**config.mk**
```make
export PLATFORM = sky130hd
export DESIGN_NAME = rgbfill_queue
export DESIGN_NICKNAME = d
export VERILOG_FILES = /design/src/rtl/core/rgbfill_pkg.sv /design/src/rtl/core/rgbfill_queue.sv
export SDC_FILE = /design/constraint.sdc
export NUM_CORES = 1
export LEC_CHECK = 0
export ABC_AREA = 1
export BUFFER_PORTS_ARGS = -buffer_cell sky130_fd_sc_hd__buf_2
export CAP_MARGIN = 20
export CORE_MARGIN = 2
export CORE_UTILIZATION = 56
export DETAILED_ROUTE_END_ITERATION = 10
export PLACE_DENSITY = 0.84
export SYNTH_ARGS = -nofsm -noshare
export SYNTH_HDL_FRONTEND = slang
export SYNTH_SLANG_ARGS = --single-unit
```
**constraint.sdc**
```tcl
create_clock -name clk -period 9.9 [get_ports clk]
set_input_delay 0.99 -clock clk [delete_from_list [all_inputs] [get_ports clk]]
set_output_delay 0.99 -clock clk [all_outputs]
set_load 0.05 [all_outputs]
```
**src/rtl/core/rgbfill_pkg.sv**
```systemverilog
// Shared types and constants for the RGB565 frame store fill engine.
`timescale 1ns / 1ps

package rgbfill_pkg;

    localparam int MAX_WIDTH   = 320;
    localparam int MAX_HEIGHT  = 240;
    localparam int STORE_DEPTH = MAX_WIDTH * MAX_HEIGHT;
    localparam int ADDR_W      = $clog2(STORE_DEPTH);

    localparam int COL_W   = 9;
    localparam int ROW_W   = 8;
    localparam int PIXEL_W = 16;
    localparam int COORD_W = 16;

    localparam int QUEUE_DEPTH = 2;
    localparam int QPTR_W      = $clog2(QUEUE_DEPTH);
    localparam int QCNT_W      = $clog2(QUEUE_DEPTH + 1);

    localparam int APB_ADDR_W = 3;
    localparam int APB_DATA_W = 32;

    localparam logic REG_WIDTH  = 1'b0;
    localparam logic REG_HEIGHT = 1'b1;

    localparam logic [1:0] CMD_FILL_ALL  = 2'd0;
    localparam logic [1:0] CMD_SET_PIXEL = 2'd1;
    localparam logic [1:0] CMD_FILL_RECT = 2'd2;
    localparam logic [1:0] CMD_READ_PIX  = 2'd3;

    localparam logic [COL_W-1:0] RESET_WIDTH  = COL_W'(320);
    localparam logic [ROW_W-1:0] RESET_HEIGHT = ROW_W'(240);

    typedef enum logic [1:0]
    {
        OP_NONE,
        OP_WRITE,
        OP_READ
    } op_t;

    typedef struct packed
    {
        logic [1:0]         cmd;
        logic [COORD_W-1:0] pos_x;
        logic [COORD_W-1:0] pos_y;
        logic [COORD_W-1:0] rect_w;
        logic [COORD_W-1:0] rect_h;
        logic [PIXEL_W-1:0] pixel_color;
    } in_item_t;

    typedef struct packed
    {
        logic [PIXEL_W-1:0] read_data;
        logic               in_bounds;
    } out_item_t;

    typedef struct packed
    {
        op_t                op;
        logic               ok;
        logic [COL_W-1:0]   x_first;
        logic [COL_W-1:0]   x_last;
        logic [ROW_W-1:0]   y_first;
        logic [ROW_W-1:0]   y_last;
        logic [COL_W-1:0]   stride;
        logic [PIXEL_W-1:0] color;
    } desc_t;

    typedef struct packed
    {
        logic full;
        logic empty;
    } queue_status_t;

endpackage

```
**src/rtl/core/rgbfill_queue.sv**
```systemverilog
// Short descriptor queue between the decode front end and the store back end.
`timescale 1ns / 1ps

module rgbfill_queue
(
    input  logic                       clk,
    input  logic                       rst_n,
    input  logic                       push,
    input  rgbfill_pkg::desc_t         wdata,
    input  logic                       pop,
    output rgbfill_pkg::desc_t         rdata,
    output rgbfill_pkg::queue_status_t status
);

    rgbfill_pkg::desc_t                entry_reg [rgbfill_pkg::QUEUE_DEPTH];
    logic [rgbfill_pkg::QPTR_W-1:0]    wr_ptr_reg;
    logic [rgbfill_pkg::QPTR_W-1:0]    rd_ptr_reg;
    logic [rgbfill_pkg::QCNT_W-1:0]    count_reg;
    logic                              do_push;
    logic                              do_pop;

    assign status.full  = (count_reg == rgbfill_pkg::QCNT_W'(rgbfill_pkg::QUEUE_DEPTH));
    assign status.empty = (count_reg == '0);
    assign do_push      = push & ~status.full;
    assign do_pop       = pop & ~status.empty;
    assign rdata        = entry_reg[rd_ptr_reg];

    always_ff @(posedge clk)
    begin
        if (do_push)
        begin
            entry_reg[wr_ptr_reg] <= wdata;
        end
    end

    always_ff @(posedge clk or negedge rst_n)
    begin
        if (!rst_n)
        begin
            wr_ptr_reg <= '0;
            rd_ptr_reg <= '0;
            count_reg  <= '0;
        end
        else
        begin
            if (do_push)
            begin
                if (wr_ptr_reg == rgbfill_pkg::QPTR_W'(rgbfill_pkg::QUEUE_DEPTH - 1))
                begin
                    wr_ptr_reg <= '0;
                end
                else
                begin
                    wr_ptr_reg <= wr_ptr_reg + 1'b1;
                end
            end
            if (do_pop)
            begin
                if (rd_ptr_reg == rgbfill_pkg::QPTR_W'(rgbfill_pkg::QUEUE_DEPTH - 1))
                begin
                    rd_ptr_reg <= '0;
                end
                else
                begin
                    rd_ptr_reg <= rd_ptr_reg + 1'b1;
                end
            end
            if (do_push && !do_pop)
            begin
                count_reg <= count_reg + 1'b1;
            end
            else if (do_pop && !do_push)
            begin
                count_reg <= count_reg - 1'b1;
            end
        end
    end

endmodule

```
==> metrics.txt <==
area of the core 8260 um^2; share of the clock period used by the worst path 0.344; fmax 0.294 GHz; via density per instance 4.94; Setup crit end kind primary output; number of clock buffers inserted by TritonCTS 17; DPL Wire Length 5.77 mm; hold buffers post-CTS 0; minimum clock period after layout 3.40 ns; total wire length 9.14 mm; flip-flop count of the largest register, all copies and words added 124; via count of the first global-routing pass 2918; Buf+Inv Stages, Crit Path 3; average wire length per cell after detail routing 15.0 um; Port Buffer Count 129; Die Footprint 9280 um^2; DRC violations left 0; RSZ-0062 raised after global routing false; number of pins exceeding their max-slew limit in the final report 0; level count of the clock H-tree 4; final clock skew 0.00652 ns; TritonCTS Sinks 128; TNS Setup 0 ns; Post-Synthesis Net Count 422; dominant combinational cell family by area after synthesis simple AND/OR/NAND/NOR gates; maximum cell stage delay along the critical path 0.63 ns; GRT Resource Usage Total 0.206; TritonCTS clock tree yes; Max-slew headroom 0.593; Max Root-Sink Buffers 2; CTS resizes 0; element type at the critical path start register; Die W 96.3 um; number of antenna violations at the first check in global routing 0; router iterations before antenna repair 4; gp weighted congestion 0.717; initial standard-cell utilization of the core 0.578; CTS root buffer clkbuf_8; DRT iter0 DRCs 219; worst min-delay path class input pin to async pin; library cells used by synthesis 18; part of the Yosys area used for sequential elements 0.801; Finished Layout Cells 611; slowest stage cell on the critical path dfrtp_2; signal arrival time at the worst endpoint 2.41 ns; overflow left after global routing 0; mapped cell area 4770 um^2; vertical die dimension 96.3 um; final hold violation count 0; most used cell, CP nand2_1; post-synthesis average cell area 13.4 um^2; Final #Nets 560; global-route wire length before repair 13.7 mm; # rows 33; top cell family by delay on the critical path buffers and inverters; final worst-path setup slack 6.50 ns; antenna-violating nets left 0; post-synthesis share of cell area spent on and, or, nand and nor gates 0.163; XOR/XNOR share of the synthesized area 0.00183; post-synthesis cell count 355; pin count of the biggest net entering global routing 64; antenna diode count 0; Placed Instances 579; crit path kind register to primary output; result of the run complete, no violations; Boundary Pins 130; critical path, cell by cell buf_4, inv_6, nand2_1, nand2_1, buf_2; data required time of the worst path 8.91 ns; setup violators final 0; max-capacitance violation count 0; Post-CTS Repair Setup Buffers 0; Warnings, synthesis 0; clock slew at reported path FFs 0.06 ns; slew at the pin closest to its max-slew limit 0.611 ns; proportion of layout cells with a drive suffix above 1 0.330; pre-CTS WS 7.00 ns; share of synthesized area spent on multiplexers 0; source-to-sink clock delay at the later pin of the worst-skew pair 0.50 ns; vias after detailed routing 3017; post-synthesis register bit count 128; critical-path maximum fanout 63; share of synthesized cell area in full adder, half adder and majority cells 0.00262; Layout Utilization 0.736; synthesis-to-layout area growth 27.4%; Synth Area in Compound Gates 0.00210
cells in the mapped netlist:
cell | n | area, um^2
buf_2 | 5 | 25.0
buf_4 | 2 | 15.0
buf_6 | 6 | 67.6
dfrtp_1 | 4 | 100
edfxtp_1 | 124 | 3720
ha_1 | 1 | 12.5
inv_1 | 6 | 22.5
inv_2 | 1 | 3.75
inv_6 | 1 | 8.76
nand2_1 | 195 | 732
nand3_1 | 1 | 5.00
nand3b_1 | 1 | 7.51
nand4_1 | 1 | 6.26
nor2_1 | 2 | 7.51
nor2_2 | 1 | 6.26
nor2_4 | 1 | 11.3
o21ai_1 | 2 | 10.0
xnor2_1 | 1 | 8.76
final timing paths:
check | start | to | slack [ns] | depth (start not counted)
max reg2reg | count_reg[1] | entry_reg[0][13] | 7.81 | 6
min | rst_n | count_reg[1] | 0.29 | 1
min in group clk | wr_ptr_reg | wr_ptr_reg | 0.50 | 2
max in group asynchronous | rst_n | rd_ptr_reg | 9.48 | 1
max | rd_ptr_reg | rdata[41] | 6.50 | 5
min reg2reg | wr_ptr_reg | wr_ptr_reg | 0.50 | 2
metrics by stage:
stage	area (um^2)	hold WS [ns]
CTS	6080	0.266
global route	6080	0.269
global placement	5470	0.463
detailed placement	5470	0.477
floorplan	4770	0.449
finish	6080	0.288
cells in the final DEF (no fill, tap or decap), drive strengths merged:
master	instances
dfrtp	4
xnor2	1
clkbuf	18
o21ai	2
nand4	1
nand2	195
inv	11
ha	1
clkinvlp	4
buf	132
nand3b	1
bufinv	4
clkinv	3
nand3	1
nor2	4
edfxtp	124
routing by layer:
layer	global-route usage	up-vias	wire length, um
li1	-	1477	-
met1	0.247	1413	3780
met2	0.355	122	4700
met3	0.0540	5	627
met4	0.0845	0	35
met5	0	-	0
logic make-up (layout without fill, tap and decap cells):
logic type / count (synthesis) / in the layout
AND/OR/NAND/NOR: 202 / 202
XOR/XNOR: 1 / 1
AO/OA/AOI/OAI: 2 / 2
flip-flops: 128 / 128
adder cells (fa/ha/maj): 1 / 1
buffers and inverters: 21 / 172
cell type report:
cell class | count | area (um^2)
sequential | 128 | 3820
inverter | 8 | 35.0
timing repair buffer | 132 | 668
clock buffer | 18 | 418
fill | 565 | 2180
multi-input combinational | 206 | 815
clock inverter | 14 | 188
tap | 105 | 131
Power is left out: the tool's default activity adds up to more than one toggle a clock period on the data nets, which glitch-free logic cannot reach.
