File: src/rtl/core/rgbfill_pkg.sv
// Shared types and constants for the RGB565 frame store fill engine.
`timescale 1ns / 1ps

package rgbfill_pkg;

    localparam int MAX_WIDTH   = 320;
    localparam int MAX_HEIGHT  = 240;
    localparam int STORE_DEPTH = MAX_WIDTH * MAX_HEIGHT;
    localparam int ADDR_W      = $clog2(STORE_DEPTH);

    localparam int COL_W   = 9;
    localparam int ROW_W   = 8;
    localparam int PIXEL_W = 16;
    localparam int COORD_W = 16;

    localparam int QUEUE_DEPTH = 2;
    localparam int QPTR_W      = $clog2(QUEUE_DEPTH);
    localparam int QCNT_W      = $clog2(QUEUE_DEPTH + 1);

    localparam int APB_ADDR_W = 3;
    localparam int APB_DATA_W = 32;

    localparam logic REG_WIDTH  = 1'b0;
    localparam logic REG_HEIGHT = 1'b1;

    localparam logic [1:0] CMD_FILL_ALL  = 2'd0;
    localparam logic [1:0] CMD_SET_PIXEL = 2'd1;
    localparam logic [1:0] CMD_FILL_RECT = 2'd2;
    localparam logic [1:0] CMD_READ_PIX  = 2'd3;

    localparam logic [COL_W-1:0] RESET_WIDTH  = COL_W'(320);
    localparam logic [ROW_W-1:0] RESET_HEIGHT = ROW_W'(240);

    typedef enum logic [1:0]
    {
        OP_NONE,
        OP_WRITE,
        OP_READ
    } op_t;

    typedef struct packed
    {
        logic [1:0]         cmd;
        logic [COORD_W-1:0] pos_x;
        logic [COORD_W-1:0] pos_y;
        logic [COORD_W-1:0] rect_w;
        logic [COORD_W-1:0] rect_h;
        logic [PIXEL_W-1:0] pixel_color;
    } in_item_t;

    typedef struct packed
    {
        logic [PIXEL_W-1:0] read_data;
        logic               in_bounds;
    } out_item_t;

    typedef struct packed
    {
        op_t                op;
        logic               ok;
        logic [COL_W-1:0]   x_first;
        logic [COL_W-1:0]   x_last;
        logic [ROW_W-1:0]   y_first;
        logic [ROW_W-1:0]   y_last;
        logic [COL_W-1:0]   stride;
        logic [PIXEL_W-1:0] color;
    } desc_t;

    typedef struct packed
    {
        logic full;
        logic empty;
    } queue_status_t;

endpackage

File: src/rtl/core/rgbfill_back.sv
// Back end: post-reset clear, pixel walker, store read and result register.
`timescale 1ns / 1ps

module rgbfill_back
(
    input  logic                               clk,
    input  logic                               rst_n,
    input  rgbfill_pkg::queue_status_t         q_status,
    input  rgbfill_pkg::desc_t                 q_rdata,
    output logic                               q_pop,
    output logic                               clearing,
    output logic                               ram_wr_en,
    output logic [rgbfill_pkg::ADDR_W-1:0]     ram_wr_addr,
    output logic [rgbfill_pkg::PIXEL_W-1:0]    ram_wr_data,
    output logic                               ram_rd_en,
    output logic [rgbfill_pkg::ADDR_W-1:0]     ram_rd_addr,
    input  logic [rgbfill_pkg::PIXEL_W-1:0]    ram_rd_data,
    output logic                               out_valid,
    input  logic                               out_stall,
    output rgbfill_pkg::out_item_t             out_data
);

    typedef enum logic [2:0]
    {
        ST_CLEAR,
        ST_IDLE,
        ST_SETUP,
        ST_WALK,
        ST_READ,
        ST_READ_WAIT,
        ST_DONE
    } state_t;

    localparam int PROD_W = rgbfill_pkg::COL_W + rgbfill_pkg::ROW_W;

    state_t                            state_reg;
    rgbfill_pkg::desc_t                cur_reg;
    logic [rgbfill_pkg::COL_W-1:0]     x_reg;
    logic [rgbfill_pkg::ROW_W-1:0]     y_reg;
    logic [rgbfill_pkg::ADDR_W-1:0]    row_base_reg;
    logic [rgbfill_pkg::ADDR_W-1:0]    clr_addr_reg;
    logic [rgbfill_pkg::PIXEL_W-1:0]   data_reg;
    logic                              out_valid_reg;
    rgbfill_pkg::out_item_t            out_data_reg;
    logic [PROD_W-1:0]                 row_prod;
    logic [rgbfill_pkg::ADDR_W-1:0]    pixel_addr;

    assign row_prod   = PROD_W'(cur_reg.y_first) * PROD_W'(cur_reg.stride);
    assign pixel_addr = row_base_reg + rgbfill_pkg::ADDR_W'(x_reg);

    assign clearing    = (state_reg == ST_CLEAR);
    assign q_pop       = (state_reg == ST_IDLE) && !q_status.empty;
    assign ram_wr_en   = (state_reg == ST_CLEAR) || (state_reg == ST_WALK);
    assign ram_wr_addr = (state_reg == ST_CLEAR) ? clr_addr_reg : pixel_addr;
    assign ram_wr_data = (state_reg == ST_CLEAR) ? '0 : cur_reg.color;
    assign ram_rd_en   = (state_reg == ST_READ);
    assign ram_rd_addr = pixel_addr;
    assign out_valid   = out_valid_reg;
    assign out_data    = out_data_reg;

    always_ff @(posedge clk or negedge rst_n)
    begin
        if (!rst_n)
        begin
            state_reg     <= ST_CLEAR;
            cur_reg       <= '0;
            x_reg         <= '0;
            y_reg         <= '0;
            row_base_reg  <= '0;
            clr_addr_reg  <= '0;
            data_reg      <= '0;
            out_valid_reg <= 1'b0;
            out_data_reg  <= '0;
        end
        else
        begin
            if (out_valid_reg && !out_stall && (state_reg != ST_DONE))
            begin
                out_valid_reg <= 1'b0;
            end
            case (state_reg)
                ST_CLEAR:
                begin
                    if (clr_addr_reg ==
                        rgbfill_pkg::ADDR_W'(rgbfill_pkg::STORE_DEPTH - 1))
                    begin
                        state_reg <= ST_IDLE;
                    end
                    else
                    begin
                        clr_addr_reg <= clr_addr_reg + 1'b1;
                    end
                end
                ST_IDLE:
                begin
                    if (!q_status.empty)
                    begin
                        cur_reg   <= q_rdata;
                        state_reg <= ST_SETUP;
                    end
                end
                ST_SETUP:
                begin
                    row_base_reg <= rgbfill_pkg::ADDR_W'(row_prod);
                    x_reg        <= cur_reg.x_first;
                    y_reg        <= cur_reg.y_first;
                    data_reg     <= '0;
                    case (cur_reg.op)
                        rgbfill_pkg::OP_WRITE: state_reg <= ST_WALK;
                        rgbfill_pkg::OP_READ:  state_reg <= ST_READ;
                        default:               state_reg <= ST_DONE;
                    endcase
                end
                ST_WALK:
                begin
                    if (x_reg == cur_reg.x_last)
                    begin
                        if (y_reg == cur_reg.y_last)
                        begin
                            state_reg <= ST_DONE;
                        end
                        else
                        begin
                            y_reg        <= y_reg + 1'b1;
                            x_reg        <= cur_reg.x_first;
                            row_base_reg <= row_base_reg +
                                            rgbfill_pkg::ADDR_W'(cur_reg.stride);
                        end
                    end
                    else
                    begin
                        x_reg <= x_reg + 1'b1;
                    end
                end
                ST_READ:
                begin
                    state_reg <= ST_READ_WAIT;
                end
                ST_READ_WAIT:
                begin
                    data_reg  <= ram_rd_data;
                    state_reg <= ST_DONE;
                end
                ST_DONE:
                begin
                    if (!out_valid_reg || !out_stall)
                    begin
                        out_valid_reg          <= 1'b1;
                        out_data_reg.read_data <= data_reg;
                        out_data_reg.in_bounds <= cur_reg.ok;
                        state_reg              <= ST_IDLE;
                    end
                end
                default:
                begin
                    state_reg <= ST_IDLE;
                end
            endcase
        end
    end

endmodule

File: config.mk
export PLATFORM = sky130hd
export DESIGN_NAME = rgbfill_back
export DESIGN_NICKNAME = d
export VERILOG_FILES = /design/src/rtl/core/rgbfill_pkg.sv /design/src/rtl/core/rgbfill_back.sv
export SDC_FILE = /design/constraint.sdc
export NUM_CORES = 1
export LEC_CHECK = 0
export BUFFER_PORTS_ARGS = -buffer_cell sky130_fd_sc_hd__buf_2
export CAP_MARGIN = 0
export CORE_MARGIN = 8
export CORE_UTILIZATION = 40
export DETAILED_ROUTE_END_ITERATION = 8
export PLACE_DENSITY = 0.63
export RECOVER_POWER = 25
export SKIP_LAST_GASP = 1
export SLEW_MARGIN = 15
export SYNTH_ARGS = -nofsm -noshare
export SYNTH_HDL_FRONTEND = slang
export SYNTH_SLANG_ARGS = --single-unit
export TNS_END_PERCENT = 30
File: constraint.sdc
create_clock -name clk -period 8.09 [get_ports clk]
set_clock_uncertainty 0.2 [all_clocks]
set_input_delay 1.2135 -clock clk [delete_from_list [all_inputs] [get_ports clk]]
set_output_delay 1.2135 -clock clk [all_outputs]
set_load 0.02 [all_outputs]
==> reports/metrics.cfg <==
[job]
cap_violations = 1

[critical_path]
timing.rr.end = row_base_reg[14]
crit_cells = 16
worst_r2r_path_depth = 16
crit_chain = nand2_1, fa_1, fa_1, inv_1, fa_1, inv_1, fa_1, inv_1, ha_1, nand3_1, o22ai_1, or4b_1, a31oi_1, a21oi_1, xor2_1, a211o_1
cp_top_family = adder cells
crit_type = register to register
startpoint_type = register
cp_max_fo = 11
worst-path-buf-inv = 3
cp_common_cell = fa_1
critPathCaptureType = register
reg2reg_from = cur_reg[40]
crit_start = cur_reg[40]
cp_slowest_cell = dfrtp_1
required_ns = 8.20
max_stage_delay_ns = 0.58
arrival_ns = 5.35
endpoint = row_base_reg[14]
rrSetupSlack_ns = 2.85

[detailed_routing]
drt-vias-per-instance = 5.196
drt_iter0_markers = 328
drt_wl_total_um = 24950
dr.pass1.iters = 5
drc = 0
ant_nets = 0
routedWlPerCell_um = 16.51
num_vias = 7851

[timing]
fin_crit_ns = 5.242
rsz0062_at_grt = false
worst_pin_slew_ns = 4.288
setup_viol = 0
fmax_ghz = 0.1908
slew_headroom_pct = -185.9
totalNegativeSetupSlack_ns = 0
post-route-period-util_pct = 64.79
hold_violations = 0
timing.final.ws_setup_ns = 2.848
slew_violations = 80

[final_layout]
final_cell_mix = 150 x dfrtp_1, 140 x buf_2, 83 x nor2_1, 83 x nand2_1, 82 x mux2_2
syn_to_final_growth_pct = 16.00
fill_cells = 2444
seq_area_mm2 = 0.003754
design_area_mm2 = 0.01185
largest_register_ffs = 62
final_common_cell = dfrtp_1
fin_nets = 1352
multi_input_area_mm2 = 0.006020
drive_gt1_share_pct = 23.64

[synth]
synth.ff_latch_count = 150
async_reset_ff_share_pct = 100.0
yosys_most_used_dff = dfrtp_1
syn_nets = 1219
yosysWarnings = 0
synthCells = 1034
synth-edff-count = 0
syn_avg_cell_area_um2 = 9.878
syn_area_mm2 = 0.01021
synth_cell_types = 64
ys_seq_area_share_pct = 36.75

[global_route]
grt_pass1_vias = 8223
use_met1_pct = 21.57
gr-total-overflow = 0
met3_usage_pct = 4.359
grt_pass1_wl_um = 41990
met2_usage_pct = 27.03
antenna_found_initial = 5
grt_max_degree = 80
grt-busiest-layer = met2
grt.total_usage_pct = 16.55

[run_status]
violations = capacitance limit, slew limit
outcome = complete, but fails checks

[die]
start_util_pct = 40.68
die_h_um = 175.8
coreArea_mm2 = 0.02511
die-area_mm2 = 0.03090
rows = 58
pin_count = 155
die_x_um = 175.8

[placed_design]
place_ws_ns = 2.870
place_area_mm2 = 0.01125
gp_congestion = 0.8329
hpwl_um = 18720
portBuffers = 153

[clocking]
clock_path_buffers = 2
clkLatencyLatePin_ns = 0.43
clk_pin_slew_ns = 0.07
htreeDepth = 4
cts.sinks = 150
cts_resized = 0
cts_post_setup_buffers_inserted = 0
cts_inserted_buffers = 17
ctsHoldBuffers = 0
cts_tree = built
cts_root_buf = clkbuf_16

[worst_hold_path]
hold_path.class = register to register

==> area by class of cell <==
cell class              count  share of cell area (%)
diodes                      1                 0.02112
clock buffers              17                   3.591
clock inverters            15                   1.616
inverters                  68                   2.154
multi-input cells         772                   50.81
flip-flops and latches    150                   31.68
well taps                 330                   3.485
repair buffers            158                   6.643
==> cells by family (layout without fill, tap and decap cells) <==
| kind of cell | after synthesis | in the layout | synth area share (%) |
|---|---|---|---|
| AOI/OAI and AO/OA | 195 | 195 | 11.97 |
| xor gates and xnor gates | 57 | 57 | 4.888 |
| adders and majority gates | 102 | 102 | 15.73 |
| buffers and inverters | 112 | 258 | 4.447 |
| DFF | 150 | 150 | 36.75 |
| muxes | 88 | 88 | 9.678 |
| other | 0 | 1 | 0 |
| and+or+nand+nor | 330 | 330 | 16.54 |
==> layer usage <==
layer  wire [um]  part of all wire [%]  up-vias
met1       11640                    47     3823
met5          46                  0.18        -
met3        1303                   5.2       23
met2       11670                    47      159
li1            -                     -     3838
met4         295                   1.2        8
==> cell usage after synthesis, drive strengths merged, types with 3 or more instances <==
| library cell | n | area, um2 |
|---|---|---|
| fa | 44 | 880.8 |
| nor2 | 85 | 321.6 |
| a22oi | 3 | 22.52 |
| o22ai | 22 | 137.6 |
| dfrtp | 150 | 3754 |
| a21o | 5 | 37.54 |
| nor3 | 15 | 80.08 |
| and2 | 61 | 381.6 |
| a211oi | 11 | 82.58 |
| nand3 | 13 | 65.06 |
| o21a | 11 | 82.58 |
| a31oi | 12 | 105.1 |
| clkbuf | 25 | 93.84 |
| xnor2 | 24 | 210.2 |
| a21oi | 67 | 342.8 |
| a211o | 4 | 35.03 |
| inv | 68 | 255.2 |
| o31ai | 6 | 55.05 |
| a311oi | 4 | 35.03 |
| buf | 19 | 105.1 |
| nand2 | 84 | 317.8 |
| nor4 | 7 | 83.83 |
| ha | 58 | 725.7 |
| o21ai | 38 | 190.2 |
| nand4 | 8 | 50.05 |
| and3 | 13 | 81.33 |
| o211ai | 4 | 30.03 |
| nand2b | 11 | 76.32 |
| mux2 | 86 | 968.4 |
| nor2b | 21 | 131.4 |
| xor2 | 33 | 289.0 |
==> stage by stage <==
step           hold slack (ns)  util (%)  std cells
2_1_floorplan           0.2525         -       1034
3_3_place_gp            0.2676     44.80       1478
3_5_place_dp            0.2824     44.80       1478
4_1_cts                 0.3020     47.25       1510
5_1_grt                 0.3160     47.18       1511
6_report                0.2946     47.18       1511
==> worst register-to-register path, cell delays in order (launching register included) <==
cell,delay (ns)
dfrtp_1,0.58
nand2_1,0.14
fa_1,0.54
fa_1,0.55
inv_1,0.06
fa_1,0.53
inv_1,0.05
fa_1,0.52
inv_1,0.04
ha_1,0.33
nand3_1,0.10
o22ai_1,0.10
or4b_1,0.49
a31oi_1,0.29
a21oi_1,0.13
xor2_1,0.18
a211o_1,0.30
==> worst min-delay path by stage <==
| stage | startpoint | cells past startpoint | to | slack [ns] |
|---|---|---|---|---|
| 2_1_floorplan | cur_reg[58] | 1 | cur_reg[58] | 0.25 |
| 3_3_place_gp | cur_reg[59] | 1 | cur_reg[59] | 0.27 |
| 3_5_place_dp | cur_reg[58] | 1 | cur_reg[58] | 0.28 |
| 4_1_cts | cur_reg[58] | 1 | cur_reg[58] | 0.30 |
| 5_1_grt | out_data[4] | 1 | out_data[4] | 0.32 |
| 6_report | cur_reg[58] | 1 | cur_reg[58] | 0.29 |
Power is not shown: default switching activity piles up to over one toggle a cycle in this logic, so the estimate is an artifact.
