## src/rtl/core/rgbfill_pkg.sv

```systemverilog
// Shared types and constants for the RGB565 frame store fill engine.
`timescale 1ns / 1ps

package rgbfill_pkg;

    localparam int MAX_WIDTH   = 320;
    localparam int MAX_HEIGHT  = 240;
    localparam int STORE_DEPTH = MAX_WIDTH * MAX_HEIGHT;
    localparam int ADDR_W      = $clog2(STORE_DEPTH);

    localparam int COL_W   = 9;
    localparam int ROW_W   = 8;
    localparam int PIXEL_W = 16;
    localparam int COORD_W = 16;

    localparam int QUEUE_DEPTH = 2;
    localparam int QPTR_W      = $clog2(QUEUE_DEPTH);
    localparam int QCNT_W      = $clog2(QUEUE_DEPTH + 1);

    localparam int APB_ADDR_W = 3;
    localparam int APB_DATA_W = 32;

    localparam logic REG_WIDTH  = 1'b0;
    localparam logic REG_HEIGHT = 1'b1;

    localparam logic [1:0] CMD_FILL_ALL  = 2'd0;
    localparam logic [1:0] CMD_SET_PIXEL = 2'd1;
    localparam logic [1:0] CMD_FILL_RECT = 2'd2;
    localparam logic [1:0] CMD_READ_PIX  = 2'd3;

    localparam logic [COL_W-1:0] RESET_WIDTH  = COL_W'(320);
    localparam logic [ROW_W-1:0] RESET_HEIGHT = ROW_W'(240);

    typedef enum logic [1:0]
    {
        OP_NONE,
        OP_WRITE,
        OP_READ
    } op_t;

    typedef struct packed
    {
        logic [1:0]         cmd;
        logic [COORD_W-1:0] pos_x;
        logic [COORD_W-1:0] pos_y;
        logic [COORD_W-1:0] rect_w;
        logic [COORD_W-1:0] rect_h;
        logic [PIXEL_W-1:0] pixel_color;
    } in_item_t;

    typedef struct packed
    {
        logic [PIXEL_W-1:0] read_data;
        logic               in_bounds;
    } out_item_t;

    typedef struct packed
    {
        op_t                op;
        logic               ok;
        logic [COL_W-1:0]   x_first;
        logic [COL_W-1:0]   x_last;
        logic [ROW_W-1:0]   y_first;
        logic [ROW_W-1:0]   y_last;
        logic [COL_W-1:0]   stride;
        logic [PIXEL_W-1:0] color;
    } desc_t;

    typedef struct packed
    {
        logic full;
        logic empty;
    } queue_status_t;

endpackage

```

## src/rtl/core/rgbfill_front.sv

```systemverilog
// Front end: geometry registers, command accept and decode into write/read descriptors.
`timescale 1ns / 1ps

module rgbfill_front
(
    input  logic                                clk,
    input  logic                                rst_n,
    input  logic                                psel,
    input  logic                                penable,
    input  logic                                pwrite,
    input  logic [rgbfill_pkg::APB_ADDR_W-1:0]  paddr,
    input  logic [rgbfill_pkg::APB_DATA_W-1:0]  pwdata,
    output logic [rgbfill_pkg::APB_DATA_W-1:0]  prdata,
    output logic                                pready,
    input  logic                                in_valid,
    output logic                                in_stall,
    input  rgbfill_pkg::in_item_t               in_data,
    input  logic                                clearing,
    input  rgbfill_pkg::queue_status_t          q_status,
    output logic                                q_push,
    output rgbfill_pkg::desc_t                  q_wdata
);

    logic [rgbfill_pkg::COL_W-1:0] width_reg;
    logic [rgbfill_pkg::ROW_W-1:0] height_reg;
    logic [rgbfill_pkg::COL_W-1:0] wid;
    logic [rgbfill_pkg::ROW_W-1:0] hei;
    logic                          in_area;
    logic [rgbfill_pkg::COORD_W:0] x_sum;
    logic [rgbfill_pkg::COORD_W:0] y_sum;
    logic [rgbfill_pkg::COL_W-1:0] x_end;
    logic [rgbfill_pkg::ROW_W-1:0] y_end;
    logic                          cfg_wr;

    assign pready = 1'b1;
    assign cfg_wr = psel & penable & pwrite & pready;

    always_ff @(posedge clk or negedge rst_n)
    begin
        if (!rst_n)
        begin
            width_reg  <= rgbfill_pkg::RESET_WIDTH;
            height_reg <= rgbfill_pkg::RESET_HEIGHT;
        end
        else if (cfg_wr)
        begin
            if (paddr[2] == rgbfill_pkg::REG_HEIGHT)
            begin
                height_reg <= pwdata[rgbfill_pkg::ROW_W-1:0];
            end
            else
            begin
                width_reg <= pwdata[rgbfill_pkg::COL_W-1:0];
            end
        end
    end

    always_comb
    begin
        if (paddr[2] == rgbfill_pkg::REG_HEIGHT)
        begin
            prdata = rgbfill_pkg::APB_DATA_W'(height_reg);
        end
        else
        begin
            prdata = rgbfill_pkg::APB_DATA_W'(width_reg);
        end
    end

    // effective geometry saturates at the store size
    assign wid = (int'(width_reg) > rgbfill_pkg::MAX_WIDTH) ?
                 rgbfill_pkg::COL_W'(rgbfill_pkg::MAX_WIDTH) : width_reg;
    assign hei = (int'(height_reg) > rgbfill_pkg::MAX_HEIGHT) ?
                 rgbfill_pkg::ROW_W'(rgbfill_pkg::MAX_HEIGHT) : height_reg;

    assign in_area = (in_data.pos_x < rgbfill_pkg::COORD_W'(wid)) &&
                     (in_data.pos_y < rgbfill_pkg::COORD_W'(hei));

    assign x_sum = {1'b0, in_data.pos_x} + {1'b0, in_data.rect_w};
    assign y_sum = {1'b0, in_data.pos_y} + {1'b0, in_data.rect_h};
    assign x_end = (x_sum > (rgbfill_pkg::COORD_W + 1)'(wid)) ?
                   wid : x_sum[rgbfill_pkg::COL_W-1:0];
    assign y_end = (y_sum > (rgbfill_pkg::COORD_W + 1)'(hei)) ?
                   hei : y_sum[rgbfill_pkg::ROW_W-1:0];

    always_comb
    begin
        q_wdata         = '0;
        q_wdata.op      = rgbfill_pkg::OP_NONE;
        q_wdata.ok      = 1'b0;
        q_wdata.x_first = in_data.pos_x[rgbfill_pkg::COL_W-1:0];
        q_wdata.x_last  = in_data.pos_x[rgbfill_pkg::COL_W-1:0];
        q_wdata.y_first = in_data.pos_y[rgbfill_pkg::ROW_W-1:0];
        q_wdata.y_last  = in_data.pos_y[rgbfill_pkg::ROW_W-1:0];
        q_wdata.stride  = wid;
        q_wdata.color   = in_data.pixel_color;
        case (in_data.cmd)
            rgbfill_pkg::CMD_FILL_ALL:
            begin
                q_wdata.x_first = '0;
                q_wdata.y_first = '0;
                q_wdata.x_last  = wid - 1'b1;
                q_wdata.y_last  = hei - 1'b1;
                if ((wid != '0) && (hei != '0))
                begin
                    q_wdata.op = rgbfill_pkg::OP_WRITE;
                    q_wdata.ok = 1'b1;
                end
            end
            rgbfill_pkg::CMD_SET_PIXEL:
            begin
                if (in_area)
                begin
                    q_wdata.op = rgbfill_pkg::OP_WRITE;
                    q_wdata.ok = 1'b1;
                end
            end
            rgbfill_pkg::CMD_FILL_RECT:
            begin
                if (in_area)
                begin
                    q_wdata.ok     = 1'b1;
                    q_wdata.x_last = x_end - 1'b1;
                    q_wdata.y_last = y_end - 1'b1;
                    if ((in_data.rect_w != '0) && (in_data.rect_h != '0))
                    begin
                        q_wdata.op = rgbfill_pkg::OP_WRITE;
                    end
                end
            end
            rgbfill_pkg::CMD_READ_PIX:
            begin
                if (in_area)
                begin
                    q_wdata.op = rgbfill_pkg::OP_READ;
                    q_wdata.ok = 1'b1;
                end
            end
            default:
            begin
                q_wdata.op = rgbfill_pkg::OP_NONE;
            end
        endcase
    end

    assign in_stall = q_status.full | clearing;
    assign q_push   = in_valid & ~in_stall;

endmodule

```

## config.mk

```make
export PLATFORM = sky130hd
export DESIGN_NAME = rgbfill_front
export DESIGN_NICKNAME = d
export VERILOG_FILES = /design/src/rtl/core/rgbfill_pkg.sv /design/src/rtl/core/rgbfill_front.sv
export SDC_FILE = /design/constraint.sdc
export NUM_CORES = 1
export LEC_CHECK = 0
export BUFFER_PORTS_ARGS = -buffer_cell sky130_fd_sc_hd__clkbuf_2
export CAP_MARGIN = 15
export CORE_UTILIZATION = 25
export CTS_CLUSTER_SIZE = 16
export DETAILED_ROUTE_END_ITERATION = 16
export PLACE_DENSITY = 0.56
export SLEW_MARGIN = 25
export SYNTH_ARGS = -nofsm -noshare
export SYNTH_HDL_FRONTEND = slang
export SYNTH_SLANG_ARGS = --single-unit
export TNS_END_PERCENT = 30
```

## constraint.sdc

```tcl
create_clock -name clk -period 7.1 [get_ports clk]
set_input_delay 0.71 -clock clk [delete_from_list [all_inputs] [get_ports clk]]
set_output_delay 0.71 -clock clk [all_outputs]
set_load 0.05 [all_outputs]
```

==> metrics.md, run 1 <==
| Metric | Value |
|---|---|
| Clock sink total | 17 |
| CTS tree | done |
| Clock latency at the later pin of the worst-skew pair | 0.24 ns |
| Post-CTS Setup Inserts | 0 |
| Final WL | 16.5 mm |
| I/O pins | 223 |
| Complex-gate fraction of the synthesized area | 22.3% |
| Clock Tree Buf Depth | 2 |
| Setup ws final | 0.502 ns |
| PwrDens | 201 mW/mm^2 |
| Vias in the first global route | 4,828 |
| IO Port Bufs | 140 |
| Yosys warning total | 0 |
| Post-synthesis mux area share | 9.18% |
| Placer Congestion | 0.862 |
| Core area | 0.0190 sq mm |
| Share of cells above drive strength 1 | 26.4% |
| Predominant post-synthesis flop cell | dfrtp_1 |
| Crit-path cells | clkbuf_2 -> ha_1 -> inv_1 -> fa_1 -> nor2b_1 -> o21ai_1 -> o21ai_1 -> xor2_1 -> ha_1 -> a211o_1 -> a21oi_1 -> o31ai_1 -> a211oi_1 -> nor4b_4 -> nor2_1 -> a21oi_1 -> ha_1 -> nand2_1 -> or3_1 -> nor4_1 -> xor2_1 -> a21oi_1 -> a21oi_1 -> clkbuf_2 |
| FF+latch count, synth | 17 |
| Slew headroom | 48.5% |
| Hold WC Path Type | primary input to async pin |
| Setup violators final | 0 |
| Outcome | complete, no violations |
| Tmin final | 6.60 ns |
| Grt ovf | 0 |
| RSZ-0062 raised after global routing | false |
| Layout fillers | 2,080 |
| Syn-to-layout area delta | 18.2% |
| Total CTS buffers | 3 |
| Slew Limit Fails | 0 |
| CP Data Required Time | 6.39 ns |
| Final setup TNS | 0 ns |
| First-pass GRT wire length | 25.8 mm |
| Leakage power | 2.74 nW |
| Initial antenna violation count | 0 |
| Vias | 5,065 |
| DRC errors left | 0 |
| Gr usage total | 16.1% |
| MaxCap Viol Count | 0 |
| CP startpoint kind | primary input |
| Fmax | 152 MHz |
| Worst-path clk slew | 0.05 ns |
| Slew at the pin closest to its max-slew limit | 0.753 ns |
| Delay of the slowest critical-path stage | 0.50 ns |
| Synth top cells by count | ha_1, nand2_1, a21oi_1 |
| Largest family of logic cells by synthesized area | simple AND/OR/NAND/NOR gates |
| Clock skew after layout | 0 ns |
| Pre-CTS setup slack | 0.415 ns |
| Post-DP HPWL | 14.1 mm |
| Chip Width | 142 um |
| Critical Path AT | 5.89 ns |
| Synth top area share | 17.9% |
| Worst path slowest cell | nor4b_4 |
| Synth Area in Adders | 18.7% |
| Final Cycle Share | 92.9% |
| Largest net degree at the start of global routing | 25 |
| Vias/cell | 4.95 |
| DRT Pass-1 Iters | 6 |
| Worst Setup End Kind | primary output |
| Fin. Hold Viols | 0 |
| Avg Synthesized Cell Area | 7.58 sq um |
| Distinct cells, synth | 70 |
| Chip height | 142 um |
| Xor-xnor portion of the synthesized cell area | 7.70% |
| # nets final | 963 |
| Cell with the most instances after synthesis | ha_1 |
| Synth async-reset ratio | 100% |
| Syn Std Cell Area | 0.00489 sq mm |
| WS Path Type | primary input to primary output |
| Root Buffer Master | clkbuf_16 |
| # rows | 50 |
| Sequential share of the synthesized area | 8.85% |
| CP max FO | 7 |
| Max VDD drop | 184 uV |
| Max reg flops | 9 |
| Most frequent CP cell | a21oi_1 |
| EDFF count, synth | 0 |
| Synthesized instance count | 645 |
| Area contributors post-synth | ha_1, buf_4, mux2_2, dfrtp_1, xnor2_1 |
| Die area | 0.0201 sq mm |
| Drt wl/cell | 16.1 um |
| Simple-gate area share of the yosys netlist | 22.4% |
| CTS H-Tree Depth | 1 |
| Post-route ant nets | 0 |
| Overall Power | 1.16 mW |
| Starting Density | 25.8% |
| Initial DRC Count | 235 |
| Antenna cells | 0 |
| Yosys top cell by area | ha_1 |
## critical path, delay by kind of cell
kind	cells	cell delay [ns]
compound gates	9	1.53
xor+xnor	2	0.59
fa+ha+maj	4	1.14
buf+inv	3	0.55
simple gates	6	1.37
## per-layer routing
metal	vias up	share of wire [%]	track usage (%)
met5	-	0	0
met4	0	0.62	1.81
met3	6	4.2	0.979
met2	157	47	27.8
met1	2350	48	22.5
li1	2552	-	-
## timing repair
item / 4_1_cts / 5_1_grt
hold buffers: 0 / 0
resized for setup: 0 / 2
setup endpoints to repair: 0 / 1
## cell usage in the layout (no fill, tap or decap), types with 11 or more instances in the layout
cell type / Yosys / routed
a21o_1: 11 / 11
a21oi_1: 44 / 44
clkbuf_2: 0 / 140
conb_1: 2 / 24
dfrtp_1: 11 / 11
ha_1: 70 / 70
inv_1: 39 / 39
mux2_2: 27 / 27
nand2_1: 51 / 51
nand3_1: 20 / 20
nand4_1: 15 / 15
nor2_1: 39 / 38
nor2b_1: 21 / 21
nor3_1: 16 / 16
nor4_1: 17 / 17
o21ai_0: 22 / 22
o21ai_1: 12 / 12
o22ai_1: 13 / 13
xnor2_1: 29 / 28
xor2_1: 14 / 14
## metrics by stage
stage	hold slack [ns]	util, %	instance area [sq um]	instances
floorplan	0.414	-	4970	667
global placement	0.579	30.0	5690	1020
detailed placement	0.588	30.0	5690	1020
CTS	0.401	30.4	5770	1024
global route	0.420	30.5	5780	1024
finish	0.387	30.5	5780	1024
## final cells by class
| cell class | count | area (sq um) | share of cell area (%) |
|---|---|---|---|
| Clock buffer | 3 | 75.1 | 1.30 |
| Clock inverter | 1 | 5.00 | 0.0866 |
| Inverter | 41 | 154 | 2.66 |
| Multi-Input combinational cell | 554 | 4030 | 69.7 |
| Sequential cell | 17 | 433 | 7.49 |
| Tap cell | 260 | 325 | 5.63 |
| Timing Repair Buffer | 148 | 761 | 13.2 |
## kinds of logic (layout without fill, tap and decap cells)
logic type               Yosys count  in the layout
buffers and inverters             96            193
XOR/XNOR                          43             43
AO/OA/AOI/OAI                    166            166
other                              2             24
AND/OR/NAND/NOR                  209            209
adder cells (fa/ha/maj)           72             72
multiplexers                      40             40
flip-flops                        17             17
## report_power, final
group          internal, mW  switching, mW  total, mW
Combinational         0.310          0.574      0.884
Sequential            0.125         0.0392      0.164
Clock                0.0753         0.0358      0.111
## worst paths after layout
check                      slack, ns          start  cells after the start             to
setup reg to reg                6.21  height_reg[3]                      1  height_reg[3]
hold / removal                  0.39          rst_n                      1   width_reg[2]
hold reg to reg                 0.60  height_reg[0]                      1  height_reg[0]
setup / recovery                0.50    in_data[64]                     24    q_wdata[49]
max in group asynchronous       6.38          rst_n                      1  height_reg[5]
min in group clk                0.60  height_reg[0]                      1  height_reg[0]
(Power assumes the default switching activity.)
==> run 2: changes to the inputs <==
Settings changed: PLACE_DENSITY 0.56 to 0.58.
Clock period 7.1 ns to 6.05 ns, I/O delays scaled along.
==> metrics.md, run 2 (synthesis gave the netlist of run 1 again) <==
| Metric | Value |
|---|---|
| Outcome | complete, no violations |
| IO Port Bufs | 140 |
| R2r setup slk | 5.15 ns |
| Most frequent cells in the layout | clkbuf_2, ha_1, nand2_1 |
| Placed Area | 0.00594 sq mm |
| Max VDD drop | 162 uV |
| Max reg flops | 9 |
| Setup crit end | q_wdata[49] |
| Fmax | 171 MHz |
| I/O pins | 223 |
| Slew Limit Fails | 0 |
| Fin. Hold Viols | 0 |
| Initial DRC Count | 366 |
| WS Path Type | primary input to primary output |
| Gr usage total | 16.5% |
| R2r worst-path depth | 2 |
| CTS Hold Buffers Added | 0 |
| Placer Congestion | 0.947 |
| Critical Path AT | 5.23 ns |
| Final Cycle Share | 96.5% |
| Post-DP HPWL | 14.4 mm |
| Worst Setup End Kind | primary output |
| Vias in the first global route | 4,860 |
| RSZ-0062 raised after global routing | true |
| Chip height | 142 um |
| Post-route ant nets | 0 |
| Leakage power | 2.91 nW |
| Syn-to-layout area delta | 26.7% |
| Starting Density | 25.8% |
| Total CTS buffers | 3 |
| Root Buffer Master | clkbuf_16 |
| DRC errors left | 0 |
| Largest net degree at the start of global routing | 25 |
| DRT Pass-1 Iters | 7 |
| Final setup TNS | 0 ns |
| Clock Tree Buf Depth | 2 |
| Clock skew after layout | 0 ns |
| Clock latency at the later pin of the worst-skew pair | 0.25 ns |
| Tmin final | 5.84 ns |
| First-pass GRT wire length | 26.2 mm |
| # nets final | 995 |
| Antenna cells | 0 |
| PwrDens | 236 mW/mm^2 |
| Die area | 0.0201 sq mm |
| Grt ovf | 0 |
| Hold Slack | 0.278 ns |
| Hold WC Path Type | primary input to async pin |
| RR Endpoint | width_reg[3] |
| Setup violators final | 0 |
| Initial antenna violation count | 0 |
| Drt wl/cell | 16.2 um |
| MaxCap Viol Count | 0 |
| Final WL | 17.1 mm |
| Core area | 0.0190 sq mm |
| Overall Power | 1.46 mW |
| Worst-path clk slew | 0.05 ns |
| CP max FO | 4 |
| # rows | 50 |
| Commonest non-fill, non-tap cell in the layout | clkbuf_2 |
| Share of cells above drive strength 1 | 32.4% |
| Clock sink total | 17 |
| CTS H-Tree Depth | 1 |
| Crit path launch | in_data[33] |
| Chip Width | 142 um |
| Vias/cell | 5.02 |
| Slew headroom | 56.1% |
| Reg-to-reg startpoint | width_reg[3] |
| CTS tree | done |
| Slew at the pin closest to its max-slew limit | 0.642 ns |
| Final instance area | 0.00620 sq mm |
| Vias | 5,302 |
| CP startpoint kind | primary input |
| CP Data Required Time | 5.44 ns |
run 2: cell count changes in the layout (fill, tap and decap cells not counted), moves of 3 or more:
cell	delta
buf_4	+33
a21oi_1	-4
a21oi_2	+4
clkbuf_2	-4
buf_12	+3
xor2_1	-3
xor2_2	+3
run 2: final cells by class:
| class | count | area (sq um) |
|---|---|---|
| Timing Repair Buffer | 180 | 1050 |
| Clock buffer | 4 | 78.8 |
| Tap cell | 260 | 325 |
| Sequential cell | 17 | 433 |
| Inverter | 41 | 154 |
| Multi-Input combinational cell | 554 | 4160 |
| Fill cell | 2043 | 12800 |
run 2: metal layers:
layer  GRT usage [%]  vias up  wire (um)  part of all wire [%]
met3           0.945       25        952                   5.6
met5               0        -          0                     0
li1                -     2603          -                     -
met2            26.8      187       7610                    45
met4            4.36        0        373                   2.2
met1            23.5     2487       8150                    48
run 2: worst max-delay path: stages:
cell      delay, ns
clkbuf_2       0.10
ha_1           0.32
a211oi_2       0.23
nor2_1         0.10
o31a_1         0.30
o21ai_1        0.13
nand2b_1       0.11
xor2_2         0.19
ha_1           0.30
nand2_1        0.09
nor2_1         0.11
nand4_1        0.14
a211oi_2       0.25
nor4b_4        0.35
nor2_1         0.11
a21oi_2        0.16
ha_2           0.20
nand2_1        0.08
or3_4          0.35
nor4_2         0.19
xor2_1         0.24
a21oi_1        0.11
a21oi_2        0.26
buf_12         0.17
run 2: per-stage QoR:
stage	utilization, %	std cells	setup WS [ns]
3_3_place_gp	31.3	1047	0.0886
4_1_cts	31.8	1052	0.0151
5_1_grt	32.7	1056	-0.0897
3_5_place_dp	31.3	1047	0.0409
2_1_floorplan	-	667	-0.0856
6_report	32.7	1056	0.212
run 2: worst min path at each step:
stage	to	cells after the start	slack, ns	start
floorplan	height_reg[0]	0	0.31	rst_n
global placement	width_reg[2]	1	0.56	rst_n
detailed placement	width_reg[2]	1	0.55	rst_n
CTS	width_reg[2]	1	0.29	rst_n
global route	height_reg[2]	1	0.32	rst_n
finish	width_reg[2]	1	0.28	rst_n
run 2: what timing repair did:
item	in CTS	in global routing
endpoints found under the setup margin	2	7
pin swaps	0	8
gates resized for setup	1	32
buffers inserted	1	4
run 2: where the power goes:
| group | switching, mW | total (mW) | internal, mW |
|---|---|---|---|
| Combinational | 0.712 | 1.14 | 0.426 |
| Sequential | 0.0449 | 0.191 | 0.146 |
| Clock | 0.0417 | 0.131 | 0.0894 |
| Total | 0.798 | 1.46 | 0.662 |
